[src/generational_handle_table_macros.svh]
// ----------------------------------------------------------------------------
// Generational handle table assertion macros
// Immediate-implication and next-cycle-implication property wrappers.
// ----------------------------------------------------------------------------
`ifndef GENERATIONAL_HANDLE_TABLE_MACROS_SVH
`define GENERATIONAL_HANDLE_TABLE_MACROS_SVH

`ifndef SYNTHESIS
`define GHT_ASSERT_IMP(name, clk, rstn, ante, cons) \
  name: assert property (@(posedge clk) disable iff (!rstn) (ante) |-> (cons)) \
    else $error("ght: assertion failed");
`define GHT_ASSERT_NXT(name, clk, rstn, ante, cons) \
  name: assert property (@(posedge clk) disable iff (!rstn) (ante) |=> (cons)) \
    else $error("ght: assertion failed");
`else
`define GHT_ASSERT_IMP(name, clk, rstn, ante, cons)
`define GHT_ASSERT_NXT(name, clk, rstn, ante, cons)
`endif

`endif

[src/ght_pkg.sv]
// ----------------------------------------------------------------------------
// ght_pkg
// Types, codes and constants shared by the generational handle table.
// ----------------------------------------------------------------------------
`default_nettype none

package ght_pkg;

  localparam int TableEntriesDef = 64;
  localparam int RefBitsDef      = 32;

  localparam int IdxBits  = 8;   // handle index field
  localparam int DomBits  = 8;
  localparam int GenBits  = 16;
  localparam int WordBits = 32;  // handle and reference port fields
  localparam int CntBits  = 7;   // reported active count
  localparam int GrpSize  = 16;  // free-slot finder group
  localparam int GrpBits  = 4;

  typedef enum logic [2:0] {
    CMD_INSERT   = 3'd0,
    CMD_LOOKUP   = 3'd1,
    CMD_REMOVE   = 3'd2,
    CMD_INIT     = 3'd3,
    CMD_SHUTDOWN = 3'd4
  } cmd_e;

  typedef enum logic [2:0] {
    ST_OK         = 3'd0,
    ST_ALREADY    = 3'd1,
    ST_NOT_INIT   = 3'd2,
    ST_BAD_ARG    = 3'd3,
    ST_FULL       = 3'd4,
    ST_BAD_HANDLE = 3'd5,
    ST_EXPIRED    = 3'd6
  } status_e;

  typedef enum logic {
    S_IDLE = 1'b0,
    S_EXEC = 1'b1
  } state_e;

  typedef struct packed {
    logic [2:0]          cmd;
    logic [WordBits-1:0] allocation_ref;
    logic [DomBits-1:0]  domain;
    logic [WordBits-1:0] handle;
  } in_t;

  typedef struct packed {
    logic [2:0]          status;
    logic [WordBits-1:0] handle_out;
    logic [WordBits-1:0] allocation_out;
    logic [GenBits-1:0]  generation_out;
    logic [CntBits-1:0]  used_slots;
  } out_t;

endpackage

`default_nettype wire

[src/ght_ram.sv]
// ----------------------------------------------------------------------------
// ght_ram
// Generic simple dual-port RAM, one write and one registered read port.
// ----------------------------------------------------------------------------
`default_nettype none

module ght_ram #(
  parameter int WIDTH = 48,
  parameter int DEPTH = 64
) (
  input  wire logic                     clk_i,
  input  wire logic                     we_i,
  input  wire logic [$clog2(DEPTH)-1:0] waddr_i,
  input  wire logic [WIDTH-1:0]         wdata_i,
  input  wire logic                     re_i,
  input  wire logic [$clog2(DEPTH)-1:0] raddr_i,
  output logic      [WIDTH-1:0]         rdata_o
);

  logic [WIDTH-1:0] mem_q [DEPTH];

  always_ff @(posedge clk_i) begin
    if (we_i) begin
      mem_q[waddr_i] <= wdata_i;
    end
    if (re_i) begin
      rdata_o <= mem_q[raddr_i];
    end
  end

endmodule

`default_nettype wire

[src/ght_free_find.sv]
// ----------------------------------------------------------------------------
// ght_free_find
// Lowest-free-slot finder: registered per-group encode, then group select.
// ----------------------------------------------------------------------------
`default_nettype none

module ght_free_find #(
  parameter int TABLE_ENTRIES = ght_pkg::TableEntriesDef
) (
  input  wire logic                        clk_i,
  input  wire logic                        rst_ni,
  input  wire logic                        load_i,
  input  wire logic [TABLE_ENTRIES-1:0]    in_use_i,
  output logic                             found_o,
  output logic [ght_pkg::IdxBits-1:0]      slot_o
);

  localparam int Grp    = ght_pkg::GrpSize;
  localparam int NumGrp = (TABLE_ENTRIES + Grp - 1) / Grp;
  localparam int PadLen = NumGrp * Grp;
  localparam int GrpW   = (NumGrp > 1) ? $clog2(NumGrp) : 1;

  logic [PadLen-1:0]             used_pad;
  logic [NumGrp-1:0]             grp_free_d, grp_free_q;
  logic [ght_pkg::GrpBits-1:0]   grp_low_d [NumGrp];
  logic [ght_pkg::GrpBits-1:0]   grp_low_q [NumGrp];
  logic [GrpW-1:0]               grp_sel;

  // entries past the table count as used
  for (genvar i = 0; i < PadLen; i++) begin : g_pad
    if (i < TABLE_ENTRIES) begin : g_real
      assign used_pad[i] = in_use_i[i];
    end else begin : g_fill
      assign used_pad[i] = 1'b1;
    end
  end

  always_comb begin
    for (int g = 0; g < NumGrp; g++) begin
      grp_free_d[g] = ~&used_pad[g*Grp +: Grp];
      grp_low_d[g]  = '0;
      for (int j = Grp - 1; j >= 0; j--) begin
        if (!used_pad[g*Grp + j]) begin
          grp_low_d[g] = ght_pkg::GrpBits'(j);
        end
      end
    end
  end

  always_ff @(posedge clk_i or negedge rst_ni) begin
    if (!rst_ni) begin
      grp_free_q <= '0;
    end else if (load_i) begin
      grp_free_q <= grp_free_d;
    end
  end

  always_ff @(posedge clk_i) begin
    if (load_i) begin
      grp_low_q <= grp_low_d;
    end
  end

  always_comb begin
    grp_sel = '0;
    for (int g = NumGrp - 1; g >= 0; g--) begin
      if (grp_free_q[g]) begin
        grp_sel = GrpW'(g);
      end
    end
  end

  assign found_o = |grp_free_q;
  assign slot_o  = ght_pkg::IdxBits'({grp_sel, grp_low_q[grp_sel]});

endmodule

`default_nettype wire

[src/generational_handle_table.sv]
// ----------------------------------------------------------------------------
// generational_handle_table
// Slot table of generation-stamped allocation references addressed by handle.
// ----------------------------------------------------------------------------
// Timing: the command and the RAM read are registered with the input transfer;
//   the read-modify-write and the load of the output register follow in the
//   execute state, which is held while the output register is still held.
// Throughput: a new command is taken only after the previous one has executed.
// Reset: not initialized, all slots free, generation 1, count 0. The slot RAM
//   is not cleared; entries are read only behind a set in-use bit.
`default_nettype none

`include "generational_handle_table_macros.svh"

module generational_handle_table #(
  parameter int TABLE_ENTRIES = ght_pkg::TableEntriesDef,
  parameter int REF_BITS      = ght_pkg::RefBitsDef
) (
  input  wire logic          clk_i,
  input  wire logic          rst_ni,
  input  wire logic          in_valid_i,
  output logic               in_ready_o,
  input  wire ght_pkg::in_t  in_data_i,
  output logic               out_valid_o,
  input  wire logic          out_ready_i,
  output ght_pkg::out_t      out_data_o
);

  localparam int AddrW = $clog2(TABLE_ENTRIES);
  localparam int CntW  = $clog2(TABLE_ENTRIES + 1);
  localparam int GenW  = ght_pkg::GenBits;
  localparam int RamW  = GenW + REF_BITS;

  ght_pkg::state_e state_q, state_d;
  ght_pkg::in_t    cmd_q;
  ght_pkg::out_t   out_q, res;

  logic                     out_valid_q, out_valid_d;
  logic                     init_q, init_d;
  logic [TABLE_ENTRIES-1:0] in_use_q, in_use_d;
  logic [CntW-1:0]          count_q, count_d;
  logic [GenW-1:0]          gen_q, gen_d;

  logic                     accept, fire, ram_re;
  logic                     ram_we;
  logic [RamW-1:0]          ram_rdata;
  logic                     free_found;
  logic [ght_pkg::IdxBits-1:0] free_slot;

  logic [REF_BITS-1:0]      aref, rd_ref;
  logic [GenW-1:0]          rd_gen, hgen;
  logic [ght_pkg::IdxBits-1:0] idx;
  logic                     idx_ok, slot_used;

  assign accept = in_valid_i && in_ready_o;
  assign fire   = (state_q == ght_pkg::S_EXEC) && (!out_valid_q || out_ready_i);

  // ---------------- FSM ----------------
  always_comb begin
    state_d = state_q;
    unique case (state_q)
      ght_pkg::S_IDLE: if (in_valid_i) state_d = ght_pkg::S_EXEC;
      ght_pkg::S_EXEC: if (fire) state_d = ght_pkg::S_IDLE;
      default:         state_d = ght_pkg::S_IDLE;
    endcase
  end

  always_comb begin
    in_ready_o = 1'b0;
    ram_re     = 1'b0;
    unique case (state_q)
      ght_pkg::S_IDLE: begin
        in_ready_o = 1'b1;
        ram_re     = in_valid_i;
      end
      ght_pkg::S_EXEC: begin
        in_ready_o = 1'b0;
        ram_re     = 1'b0;
      end
      default: begin
        in_ready_o = 1'b0;
        ram_re     = 1'b0;
      end
    endcase
  end

  // ---------------- storage ----------------
  ght_ram #(
    .WIDTH (RamW),
    .DEPTH (TABLE_ENTRIES)
  ) u_slot_ram (
    .clk_i   (clk_i),
    .we_i    (ram_we),
    .waddr_i (free_slot[AddrW-1:0]),
    .wdata_i ({gen_q, aref}),
    .re_i    (ram_re),
    .raddr_i (in_data_i.handle[AddrW-1:0]),
    .rdata_o (ram_rdata)
  );

  ght_free_find #(
    .TABLE_ENTRIES (TABLE_ENTRIES)
  ) u_free_find (
    .clk_i    (clk_i),
    .rst_ni   (rst_ni),
    .load_i   (accept),
    .in_use_i (in_use_q),
    .found_o  (free_found),
    .slot_o   (free_slot)
  );

  // ---------------- execute ----------------
  assign aref      = REF_BITS'(cmd_q.allocation_ref);
  assign rd_gen    = ram_rdata[RamW-1 -: GenW];
  assign rd_ref    = ram_rdata[REF_BITS-1:0];
  assign idx       = cmd_q.handle[ght_pkg::IdxBits-1:0];
  assign hgen      = cmd_q.handle[ght_pkg::WordBits-1 -: GenW];
  assign idx_ok    = {1'b0, idx} < (ght_pkg::IdxBits + 1)'(TABLE_ENTRIES);
  assign slot_used = in_use_q[idx[AddrW-1:0]];

  always_comb begin
    init_d   = init_q;
    in_use_d = in_use_q;
    count_d  = count_q;
    gen_d    = gen_q;
    ram_we   = 1'b0;
    res      = '0;
    res.status = ght_pkg::ST_OK;

    unique case (cmd_q.cmd)
      ght_pkg::CMD_INSERT: begin
        if (aref == '0) begin
          res.status = ght_pkg::ST_BAD_ARG;
        end else if (!init_q) begin
          res.status = ght_pkg::ST_NOT_INIT;
        end else if (!free_found) begin
          res.status = ght_pkg::ST_FULL;
        end else begin
          ram_we = fire;
          in_use_d[free_slot[AddrW-1:0]] = 1'b1;
          count_d = count_q + 1'b1;
          gen_d   = (gen_q == '1) ? GenW'(1) : gen_q + 1'b1;
          res.handle_out     = {gen_q, cmd_q.domain, free_slot};
          res.generation_out = gen_q;
        end
      end
      ght_pkg::CMD_LOOKUP: begin
        if (cmd_q.handle == '0) begin
          res.status = ght_pkg::ST_BAD_ARG;
        end else if (!init_q) begin
          res.status = ght_pkg::ST_NOT_INIT;
        end else if (!idx_ok) begin
          res.status = ght_pkg::ST_BAD_HANDLE;
        end else if (!slot_used || rd_gen != hgen || rd_ref == '0) begin
          res.status = ght_pkg::ST_EXPIRED;
        end else begin
          res.allocation_out = ght_pkg::WordBits'(rd_ref);
        end
      end
      ght_pkg::CMD_REMOVE: begin
        if (cmd_q.handle == '0) begin
          res.status = ght_pkg::ST_BAD_HANDLE;
        end else if (!init_q) begin
          res.status = ght_pkg::ST_NOT_INIT;
        end else if (!idx_ok) begin
          res.status = ght_pkg::ST_BAD_HANDLE;
        end else if (!slot_used || rd_gen != hgen) begin
          res.status = ght_pkg::ST_EXPIRED;
        end else begin
          in_use_d[idx[AddrW-1:0]] = 1'b0;
          if (count_q != '0) count_d = count_q - 1'b1;
        end
      end
      ght_pkg::CMD_INIT: begin
        if (init_q) begin
          res.status = ght_pkg::ST_ALREADY;
        end else begin
          init_d   = 1'b1;
          in_use_d = '0;
          count_d  = '0;
          gen_d    = GenW'(1);
        end
      end
      ght_pkg::CMD_SHUTDOWN: begin
        if (!init_q) begin
          res.status = ght_pkg::ST_NOT_INIT;
        end else begin
          init_d   = 1'b0;
          in_use_d = '0;
          count_d  = '0;
          gen_d    = GenW'(1);
        end
      end
      default: res.status = ght_pkg::ST_BAD_ARG;
    endcase

    res.used_slots = ght_pkg::CntBits'(count_d);
  end

  always_comb begin
    out_valid_d = out_valid_q;
    if (fire) begin
      out_valid_d = 1'b1;
    end else if (out_ready_i) begin
      out_valid_d = 1'b0;
    end
  end

  // ---------------- registers ----------------
  always_ff @(posedge clk_i or negedge rst_ni) begin
    if (!rst_ni) begin
      state_q     <= ght_pkg::S_IDLE;
      out_valid_q <= 1'b0;
      init_q      <= 1'b0;
      in_use_q    <= '0;
      count_q     <= '0;
      gen_q       <= GenW'(1);
    end else begin
      state_q     <= state_d;
      out_valid_q <= out_valid_d;
      if (fire) begin
        init_q   <= init_d;
        in_use_q <= in_use_d;
        count_q  <= count_d;
        gen_q    <= gen_d;
      end
    end
  end

  always_ff @(posedge clk_i) begin
    if (accept) begin
      cmd_q <= in_data_i;
    end
    if (fire) begin
      out_q <= res;
    end
  end

  assign out_valid_o = out_valid_q;
  assign out_data_o  = out_q;

  // ---------------- checks ----------------
  `GHT_ASSERT_NXT(a_accept_exec, clk_i, rst_ni, accept, state_q == ght_pkg::S_EXEC)
  `GHT_ASSERT_IMP(a_gen_nonzero, clk_i, rst_ni, 1'b1, gen_q != '0)
  `GHT_ASSERT_IMP(a_count_bound, clk_i, rst_ni, 1'b1, count_q <= CntW'(TABLE_ENTRIES))
  `GHT_ASSERT_IMP(a_uninit_empty, clk_i, rst_ni, !init_q, (~|in_use_q) && (count_q == '0))
  `GHT_ASSERT_IMP(a_no_write_idle, clk_i, rst_ni, state_q == ght_pkg::S_IDLE, !fire)

endmodule

`default_nettype wire

[config.mk]
export PLATFORM = sky130hd
export DESIGN_NAME = generational_handle_table
export DESIGN_NICKNAME = d
export VERILOG_FILES = /design/src/ght_pkg.sv /design/src/ght_ram.sv /design/src/ght_free_find.sv /design/src/generational_handle_table.sv
export VERILOG_INCLUDE_DIRS = /design/src /design/src/src
export SDC_FILE = /design/constraint.sdc
export NUM_CORES = 2
export LEC_CHECK = 0
export BUFFER_PORTS_ARGS = -buffer_cell sky130_fd_sc_hd__buf_2
export CAP_MARGIN = 5
export CORE_ASPECT_RATIO = 1.25
export CORE_MARGIN = 4
export CORE_UTILIZATION = 40
export CTS_BUF_LIST = sky130_fd_sc_hd__clkbuf_16
export DETAILED_ROUTE_END_ITERATION = 10
export GPL_ROUTABILITY_DRIVEN = 0
export PLACE_DENSITY = 0.55
export SYNTH_ARGS = -nofsm -noshare
export SYNTH_HDL_FRONTEND = slang
export SYNTH_HIERARCHICAL = 1
export SYNTH_SLANG_ARGS = --single-unit
[constraint.sdc]
create_clock -name clk_i -period 8.5 [get_ports clk_i]
set_input_delay 1.275 -clock clk_i [delete_from_list [all_inputs] [get_ports clk_i]]
set_output_delay 1.275 -clock clk_i [all_outputs]
set_load 0.01 [all_outputs]
==> metrics.md <==
| Metric | Value |
|---|---|
| Outcome | completed |
| Hold Buf Count CTS | 0 |
| Sequential-to-total area share from yosys stat | 77.2% |
| Syn Area/Cell | 21.4 um2 |
| Critical path startpoint category | flop |
| Top cells by area, synth | edfxtp_1 (75%), mux4_2 (14%), dfrtp_1 (1.8%) |
| Vias | 67039 |
| Top FF cell, synth | edfxtp_1 |
| Gate count after technology mapping | 6100 |
| Number of gates resized after CTS | 0 |
| Slew @ Worst Pin | 1320 ps |
| Crit. End Element | flop |
| Max VDD drop | 0.000253 V |
| Total CTS buffers | 336 |
| 1st-iter DRT viols | 8177 |
| Final worst path period need | 5910 ps |
| LEAKAGE | 48.4 nW |
| Clk_skew | 63.7 ps |
| EDFF count, synth | 3285 |
| Die area | 336000 um2 |
| Crit share post-route | 69.5% |
| Total negative slack | 0 ps |
| Setup bufs post-CTS | 0 |
| Maxcap violations | 0 |
| Hold Crit Class | input pin to asynchronous set/reset pin |
| Final wirelength | 394000 um |
| Yosys top cell area share | 75.4% |
| First-pass GRT wire length | 545000 um |
| CTS tree | yes |
| Io pins | 171 |
| Commonest non-fill, non-tap cell in the layout | edfxtp_1 |
| Worst reg-to-reg setup slack | 2590 ps |
| Layout cell share with drive strength beyond 1 | 26.7% |
| Clk root buf | clkbuf_16 |
| Vias/cell | 6.03 |
| Maximum clock frequency | 0.169 GHz |
| Starting Density | 40.2% |
| Core ar. | 325000 um2 |
| Post-DP HPWL | 230000 um |
| DRT Pass-1 Iters | 5 |
| Post-DRT Antenna Nets | 0 |
| Worst slew margin | 11.7% |
| Clock sinks | 3379 |
| Total Nets Final | 6548 |
| Clk buf depth | 4 |
| Max-slew violations | 0 |
| DIE WIDTH | 520 um |
| Arr. time, crit path | 6420 ps |
| Max FO, Critical Path | 65 |
| Pwr Density | 247 nW/um2 |
| Endpoints failing setup | 0 |
| Layout area overhead | 13.6% |
| Leading area contributor after synthesis | edfxtp_1 |
| Port bufs | 170 |
| Final std cells w/o fill | 11109 |
| Post-synth ARST share | 2.78% |
| Synth warn | 6 |
| Vias in the first global route | 66431 |
| RSZ-0062 raised after global routing | no |
| Critical Path RT | 9010 ps |
| Initial antenna violation count | 21 |
| Htree depth | 5 |
| Wire per inst | 35.5 um |
| Total GRT Usage | 23.1% |
| Endpoints failing hold | 0 |
| Std-Cell Rows | 234 |
| Setup Crit Path Kind | flop to flop |
| Residual DRC count | 0 |
| Gr ovfl total | 0 |
| Util after Layout | 45.7% |
| Mapped cell area | 131000 um2 |
| Worst-path clk slew | 60 ps |
| FF+latch count, synth | 3379 |
| Count of cell types in the netlist | 84 |
| Die Ht | 647 um |
| Commonest cells after routing, fill and taps aside | edfxtp_1 (3285), mux4_2 (824), clkbuf_16 (341), buf_4 (188), nor2_1 (170) |
| Clk Latency, worst-skew pair | 900 ps |
| Pin count of the biggest net entering global routing | 116 |
| Inst Count DP | 10493 |
## flip-flops by register name (all words and copies together) (netlist names)
name and flops:
u_slot_ram/mem_q 3072, out_data_o 74, in_use_q 64, u_slot_ram/rdata_o 48, cmd_q 43, aref 32
gen_q 16, u_free_find/grp_low_q 16, count_q 7, u_free_find/grp_free_q 4, init_q 1, out_valid_o 1
state_q 1
## per-stage QoR
step / setup slack, ps / cell area (um2) / total power [W] / hold slack (ps)
floorplan: 523 / 131000 / 0.0212 / 497
global placement: 2580 / 138000 / 0.0226 / 501
detailed placement: 2670 / 138000 / 0.0226 / 510
CTS: 2620 / 149000 / 0.0371 / 313
global route: 2400 / 149000 / 0.0379 / 350
finish: 2590 / 149000 / 0.0368 / 357
## logic make-up (layout without fill, tap and decap cells)
| family | count (synthesis) | count (layout) | synth area share (%) |
|---|---|---|---|
| other cells | 1 | 18 | 0.00287 |
| xor+xnor | 19 | 19 | 0.127 |
| buf+inv | 404 | 1030 | 1.49 |
| mux | 986 | 986 | 15.4 |
| fa+ha+maj | 5 | 5 | 0.0459 |
| flops | 3379 | 3379 | 77.2 |
| compound gates | 668 | 668 | 3.26 |
| simple gates | 638 | 638 | 2.45 |
## worst paths after layout
path,start,end,cells past startpoint
max in group asynchronous,rst_ni,in_use_q[39]$_DFFE_PN0P_,2
min reg2reg,out_valid_o$_DFFE_PN0P_,out_valid_o$_DFFE_PN0P_,2
min,rst_ni,in_use_q[52]$_DFFE_PN0P_,1
max reg2reg,aref[6]$_DFFE_PP_,u_slot_ram/mem_q[31][8]$_DFFE_PP_,10
min in group clk_i,out_valid_o$_DFFE_PN0P_,out_valid_o$_DFFE_PN0P_,2
max,aref[6]$_DFFE_PP_,u_slot_ram/mem_q[31][8]$_DFFE_PP_,10
## final cells by class
cell class / count / area [um2]
fill: 27081 / 177000
sequential: 3379 / 101000
multi-input combinational: 2318 / 28500
clock buffer: 341 / 8530
tap: 4366 / 5460
timing repair buffer: 386 / 2900
clock inverter: 259 / 2060
inverter: 44 / 170
antenna: 16 / 40.0
## metal layers
layer,share of wire [%],global-route usage [%],vias to the layer above
li1,-,-,26476
met1,39,31.8,36692
met2,49,37.7,3294
met3,8.3,4.02,571
met4,3.4,7.31,6
met5,0.0091,0,-
## Yosys cell counts (all sizes together), types with 10 or more instances
| master | instances |
|---|---|
| clkbuf | 171 |
| nand3b | 14 |
| and3 | 16 |
| or3b | 10 |
| nor3 | 29 |
| a31oi | 123 |
| buf | 189 |
| dfrtp | 93 |
| nor4 | 31 |
| and2 | 71 |
| nor2 | 235 |
| o21ai | 111 |
| nand2 | 86 |
| inv | 44 |
| o211ai | 10 |
| nand2b | 20 |
| mux2i | 157 |
| o31ai | 15 |
| mux4 | 824 |
| a311oi | 14 |
| edfxtp | 3285 |
| nor2b | 26 |
| xor2 | 16 |
| a22oi | 22 |
| nand4 | 30 |
| nand3 | 37 |
| o221ai | 42 |
| o22ai | 131 |
| or2 | 10 |
| a21oi | 138 |
## report_power, final
group	switching, W	internal [W]
Combinational	0.00212	0.000771
Sequential	0.000299	0.0191
Clock	0.00626	0.00825
## worst max-delay path, stage by stage (launching register included)
cell,delay [ps]
edfxtp_1,320
buf_4,520
nor4_1,170
nand4_1,740
or2_2,280
nand3_1,160
nor2_1,220
buf_4,260
nand4_1,970
nor2_4,1220
buf_12,440
Note: power is estimated with default switching activity, not from simulation.
